$ cat src/hw/rtl/appliance_link_supervisor_core_macros.svh
// Assertion macros shared by the supervisor RTL.
`ifndef APPLIANCE_LINK_SUPERVISOR_CORE_MACROS_SVH
`define APPLIANCE_LINK_SUPERVISOR_CORE_MACROS_SVH

// Implication checked on every clock edge outside reset.
`define ALS_ASSERT_IMP(lbl, ante, cons, msg) \
  lbl: assert property (@(posedge clk_i) disable iff (!rst_ni) (ante) |-> (cons)) \
    else $error(msg);

// Next-cycle implication checked outside reset.
`define ALS_ASSERT_NEXT(lbl, ante, cons, msg) \
  lbl: assert property (@(posedge clk_i) disable iff (!rst_ni) (ante) |=> (cons)) \
    else $error(msg);

`endif

$ cat src/hw/rtl/als_pkg.sv
// ----------------------------------------------------------------------------
// als_pkg
// Types and constants shared by the appliance link supervisor.
// ----------------------------------------------------------------------------
package als_pkg;

  localparam int unsigned DefTimeBits = 32;
  localparam int unsigned MaxRes      = 8;
  localparam int unsigned CntBits     = 3;

  typedef enum logic [2:0] {
    MODE_UPDATE  = 3'd0,
    MODE_CLEAN   = 3'd1,
    MODE_CSTOP   = 3'd2,
    MODE_BSTOP   = 3'd3,
    MODE_STANDBY = 3'd4
  } mode_e;

  typedef enum logic [1:0] {
    KIND_WRITE  = 2'd0,
    KIND_POLL   = 2'd1,
    KIND_READ   = 2'd2,
    KIND_STATUS = 2'd3
  } kind_e;

  typedef enum logic [2:0] {
    REG_DEBOUNCE   = 3'd0,
    REG_DISCONNECT = 3'd1,
    REG_CLEAN_WIN  = 3'd2,
    REG_PULSES     = 3'd3,
    REG_STEAM_MASK = 3'd4,
    REG_HEAT_MASK  = 3'd5,
    REG_PUMP_MASK  = 3'd6,
    REG_REASSERT   = 3'd7
  } reg_e;

  localparam logic [15:0] AddrMode      = 16'h0000;
  localparam logic [15:0] AddrSync0     = 16'h0400;
  localparam logic [15:0] AddrSync1     = 16'h0401;
  localparam logic [15:0] AddrSync2     = 16'h0402;
  localparam logic [15:0] AddrSync3     = 16'h0406;
  localparam logic [15:0] AddrSteam     = 16'h00E1;
  localparam logic [15:0] ValClean      = 16'h0082;
  localparam logic [15:0] ValSteamOn    = 16'h0081;
  localparam logic [15:0] WakeDelayMs   = 16'd500;
  localparam logic [15:0] RereadMs      = 16'd60000;
  localparam logic [15:0] QuietPollMs   = 16'd10000;
  localparam logic [15:0] ReadLen       = 16'h0020;
  localparam logic [15:0] PulseGapMs    = 16'd1000;

  // One result item.
  typedef struct packed {
    logic [1:0]  kind;
    logic [15:0] addr;
    logic [15:0] value;
    logic        last;
    logic        brew_flag;
    logic        link_up;
    logic        steam_flag;
    logic        heater_on;
    logic        pump_on;
    logic        clean_active;
    logic        clean_ready;
    logic [1:0]  shot_edge;
  } res_t;

  // Work list for one event, produced by the front part.
  typedef struct packed {
    res_t [MaxRes-1:0] items;
    logic [CntBits-1:0] last_idx;
  } batch_t;

  localparam res_t ResZero = '0;

  function automatic res_t mk_cmd(logic [1:0] kind, logic [15:0] addr, logic [15:0] value);
    res_t r;
    r = ResZero;
    r.kind  = kind;
    r.addr  = addr;
    r.value = value;
    return r;
  endfunction

endpackage

$ cat src/hw/rtl/als_queue.sv
// ----------------------------------------------------------------------------
// als_queue
// Two-entry queue of result lists between the front and back parts.
// ----------------------------------------------------------------------------
`include "appliance_link_supervisor_core_macros.svh"
module als_queue
  import als_pkg::*;
(
  input  logic   clk_i,
  input  logic   rst_ni,
  input  batch_t wr_data_i,
  input  logic   wr_valid_i,
  output logic   wr_ready_o,
  output batch_t rd_data_o,
  output logic   rd_valid_o,
  input  logic   rd_pop_i
);
  batch_t mem_q [2];
  logic   wp_q, rp_q;
  logic [1:0] cnt_q;
  logic push, pop;

  assign wr_ready_o = cnt_q != 2'd2;
  assign rd_valid_o = cnt_q != 2'd0;
  assign rd_data_o  = mem_q[rp_q];
  assign push = wr_valid_i & wr_ready_o;
  assign pop  = rd_pop_i & rd_valid_o;

  always_ff @(posedge clk_i) begin
    if (push) mem_q[wp_q] <= wr_data_i;
  end

  always_ff @(posedge clk_i or negedge rst_ni) begin
    if (!rst_ni) begin
      wp_q <= 1'b0; rp_q <= 1'b0; cnt_q <= 2'd0;
    end else begin
      if (push) wp_q <= ~wp_q;
      if (pop) rp_q <= ~rp_q;
      cnt_q <= cnt_q + {1'b0, push} - {1'b0, pop};
    end
  end

  `ALS_ASSERT_IMP(a_cnt_range, 1'b1, cnt_q != 2'd3, "queue count out of range")
  `ALS_ASSERT_NEXT(a_full_hold, cnt_q == 2'd2 && !pop, cnt_q == 2'd2, "full queue drained")
  `ALS_ASSERT_IMP(a_ptr_sync, cnt_q == 2'd0 || cnt_q == 2'd2,
                  (cnt_q == 2'd0) == (wp_q == rp_q) || cnt_q == 2'd2, "pointer mismatch")
endmodule

$ cat config.mk
export PLATFORM = sky130hd
export DESIGN_NAME = als_queue
export DESIGN_NICKNAME = d
export VERILOG_FILES = /design/src/hw/rtl/als_pkg.sv /design/src/hw/rtl/als_queue.sv
export VERILOG_INCLUDE_DIRS = /design/src /design/src/hw/rtl
export SDC_FILE = /design/constraint.sdc
export NUM_CORES = 1
export LEC_CHECK = 0
export BUFFER_PORTS_ARGS = -buffer_cell sky130_fd_sc_hd__buf_2
export CELL_PAD_IN_SITES_DETAIL_PLACEMENT = 1
export CELL_PAD_IN_SITES_GLOBAL_PLACEMENT = 2
export CORE_MARGIN = 8
export CORE_UTILIZATION = 40
export DETAILED_ROUTE_END_ITERATION = 12
export PLACE_DENSITY_LB_ADDON = 0.1
export SLEW_MARGIN = 20
export SYNTH_ARGS = -nofsm -noshare
export SYNTH_HDL_FRONTEND = slang
export SYNTH_SLANG_ARGS = --single-unit
$ cat constraint.sdc
create_clock -name clk_i -period 17.7 [get_ports clk_i]
set_input_delay 1.77 -clock clk_i [delete_from_list [all_inputs] [get_ports clk_i]]
set_output_delay 1.77 -clock clk_i [all_outputs]
set_load 0.01 [all_outputs]
==> summary.md <==
| Metric | Value |
|---|---|
| Delay-heaviest family, CP | buffers and inverters |
| CTS resizes | 0 |
| Fmax | 0.1738 GHz |
| Syn Nets | 1483 |
| Worst-path maximum fanout | 59 |
| Largest net degree at the start of global routing | 169 |
| #FFs+latches synth | 714 |
| Fin crit share | 32.51% |
| Area contributors post-synth | edfxtp_1 (77%), mux2_4 (19%), buf_12 (2.4%) |
| Vias in the first global route | 14.96k |
| Post-CTS setup buffers | 0 |
| Chip height | 278.3 um |
| Vias per std cell | 4.817 |
| Mapped Cells | 1122 |
| Drt total wl | 76930 um |
| Worst Skew | 0.01739 ns |
| Fill cells | 6394 |
| DRC viols | 0 |
| Register share of total power | 41.5% |
| Clock-pin slew on the worst setup and hold paths | 0.05 ns |
| Switch Pwr | 1.783 mW |
| Top sig layer | met5 |
| Share of cells above drive strength 1 | 60.90% |
| Mapped cell area | 0.02752 mm2 |
| Num CTS Buffers | 78 |
| Final Hold Vio Count | 0 |
| NumNets Final | 2248 |
| Clk root buf | clkbuf_16 |
| Port Buf Inserts | 715 |
| Post-layout min period | 5.754 ns |
| Distinct cells, synth | 17 |
| Met2 wire length | 40820 um |
| HP Class | reg2reg |
| Area leader, netlist | edfxtp_1 |
| Total die area | 0.07746 mm2 |
| Main combinational cell family by area after synthesis | multiplexers |
| Pwr dens | 173.4 mW/mm2 |
| Placed Area | 0.03161 mm2 |
| Worst-Skew Late Latency | 0.60 ns |
| Global-route wire length before repair | 106100 um |
| Simple-gate share of the synthesized area | 0.1182% |
| P_leak | 13.56 nW |
| Std-Cell Rows | 96 |
| TritonRoute pass-1 iters | 4 |
| Required @ worst endpoint | 15.93 ns |
| Area share of fa/ha/maj cells after synthesis | 0.09092% |
| Metal-1 WL | 25790 um |
| Comb power frac | 32.8% |
| Slowest-stage cell, CP | dfrtp_4 |
| Critical path's most frequent cell | buf_4 |
| Internal Power | 4.127 mW |
| CP Capture Type | primary output |
| Primary FF master, synth | edfxtp_1 |
| Total track usage | 19.00% |
| EDFF count, synth | 710 |
| Area Growth Syn to Fin | 23.83% |
| Clk buf depth | 3 |
| CTS H-Tree Depth | 3 |
| Clock Power Share | 25.7% |
| Post-synthesis sequential area ratio | 77.83% |
| Initial Util | 40.27% |
| HPWL Detailed | 56270 um |
| Initial drt markers | 761 |
| Via count | 13.77k |
| CP startpoint kind | flop |
| WL/cell | 26.91 um |
| Gpl congestion | 0.8187 |
| Mux share of post-synthesis cell area | 19.16% |
| Worst-Margin Slew | 1.198 ns |
| Status | complete, no violations |
| CTS tree | done |
| Crit path DAT | 3.98 ns |
| Die width | 278.3 um |
| Core footprint | 0.06835 mm2 |
| Slew HR | 20.11% |
| Slew Limit Fails | 0 |
| I/O pins | 716 |
| Antenna violations before repair | 55 |
| Critical path's largest stage delay | 0.96 ns |
| CTS Hold Bufs | 0 |
| Ys async rst share | 0.5602% |
| Setup_tns | 0 ns |
| Critical path class | reg2out |
| Final setup viols | 0 |
| Count leader, synth | edfxtp_1 |
| Top cells by count, synth | edfxtp_1 (710), mux2_4 (340), buf_12 (33), mux2_2 (15), buf_6 (6) |
| RSZ-0062 raised after global routing | false |
| Ys Warns | 0 |
| Top cell type's share of synthesized area | 77.46% |
| Compound-gate portion of the synthesized area | 0% |
| ANT nets after route | 0 |
| Residual overflow from global routing | 0 |
| Wire length on met3 | 7199 um |
| Avg Cell Area, Syn | 24.53 um2 |
| XOR/XNOR Fraction of Synth Area | 0.1273% |
| Max Cap Viol | 0 |
| CP bufs+invs | 3 |
| Net Sw Frac | 30.17% |
| VDD IR max | 0.1238 mV |
| Clk sinks | 714 |
| CP cell instances | buf_4 > buf_4 > mux2_2 > buf_2 |
| Design Area, Final | 0.03408 mm2 |
## flip-flops by register name, summed over array words and instances (netlist names)
name,cells
mem_q,710
cnt_q,2
rp_q,1
wp_q,1
## power by group through the flow
| stage | clock [mW] | combinational [mW] | sequential, mW |
|---|---|---|---|
| 2_1_floorplan | 0 | 1.40 | 2.62 |
| 3_3_place_gp | 0 | 1.97 | 2.47 |
| 3_5_place_dp | 0 | 1.98 | 2.49 |
| 4_1_cts | 1.57 | 1.98 | 2.46 |
| 5_1_grt | 1.62 | 2.06 | 2.48 |
| 6_report | 1.52 | 1.94 | 2.45 |
## cell usage in the layout (no fill, tap or decap)
cell,count
and2_1,1
and3_4,1
buf_12,4
buf_2,715
buf_4,6
bufinv_16,5
clkbuf_1,15
clkbuf_16,80
clkinv_1,21
clkinv_2,7
clkinv_8,1
clkinvlp_4,2
dfrtp_1,3
dfrtp_4,1
diode_2,36
edfxtp_1,710
ha_1,2
inv_1,1
inv_6,3
mux2_2,15
mux2_4,340
nand2_1,1
nand2b_1,1
nor2_4,1
or2_2,1
xnor2_1,3
xor2_1,1
## through the flow
stage | setup WS [ns] | power (mW) | hold slack, ns | std cells | util [%]
after CTS | 11.86 | 6.007 | 0.5387 | 2823 | 49.74
after detailed placement | 12.52 | 4.465 | 0.5257 | 2689 | 46.26
after global placement | 12.56 | 4.444 | 0.5019 | 2689 | 46.26
after floorplan | 0.06397 | 4.022 | 0.4608 | 1122 | -
after global routing | 11.73 | 6.160 | 0.5769 | 2839 | 49.80
final | 11.95 | 5.909 | 0.5291 | 2859 | 49.87
## path summary, 6_finish.rpt
| path | startpoint | end | slack, ns | depth (start not counted) |
|---|---|---|---|---|
| worst max-delay path | rp_q | rd_data_o[346] | 11.95 | 4 |
| min in group asynchronous | rst_ni | rp_q | 0.99 | 1 |
| worst min register to register | cnt_q[0] | cnt_q[0] | 0.53 | 1 |
| worst min-delay path | cnt_q[0] | cnt_q[0] | 0.53 | 1 |
| worst max register to register | cnt_q[1] | mem_q[1][322] | 14.10 | 4 |
| max in group asynchronous | rst_ni | rp_q | 16.57 | 1 |
## per-layer routing
layer  global-route usage, %  vias to the layer above
met5                       0                        -
met4                   7.553                       28
met3                   8.157                      165
met2                   34.38                      530
met1                   19.10                     6967
li1                        -                     6082
## layout make-up
cell class / count / area, um2 / share of cell area, %
Clock inverter: 39 / 321.6 / 0.9434
Timing Repair Buffer: 725 / 3704 / 10.87
Inverter: 1 / 3.754 / 0.01101
Antenna cell: 36 / 90.09 / 0.2643
Multi-Input combinational cell: 367 / 5379 / 15.78
Tap cell: 882 / 1104 / 3.238
Sequential cell: 714 / 21420 / 62.86
Clock buffer: 95 / 2058 / 6.039
## logic make-up after synthesis
logic type    count (synthesis)
xor+xnor                      4
simple gates                  6
buf+inv                      41
fa+ha+maj                     2
flops                       714
mux                         355
Note: power is estimated with default switching activity, not from simulation.
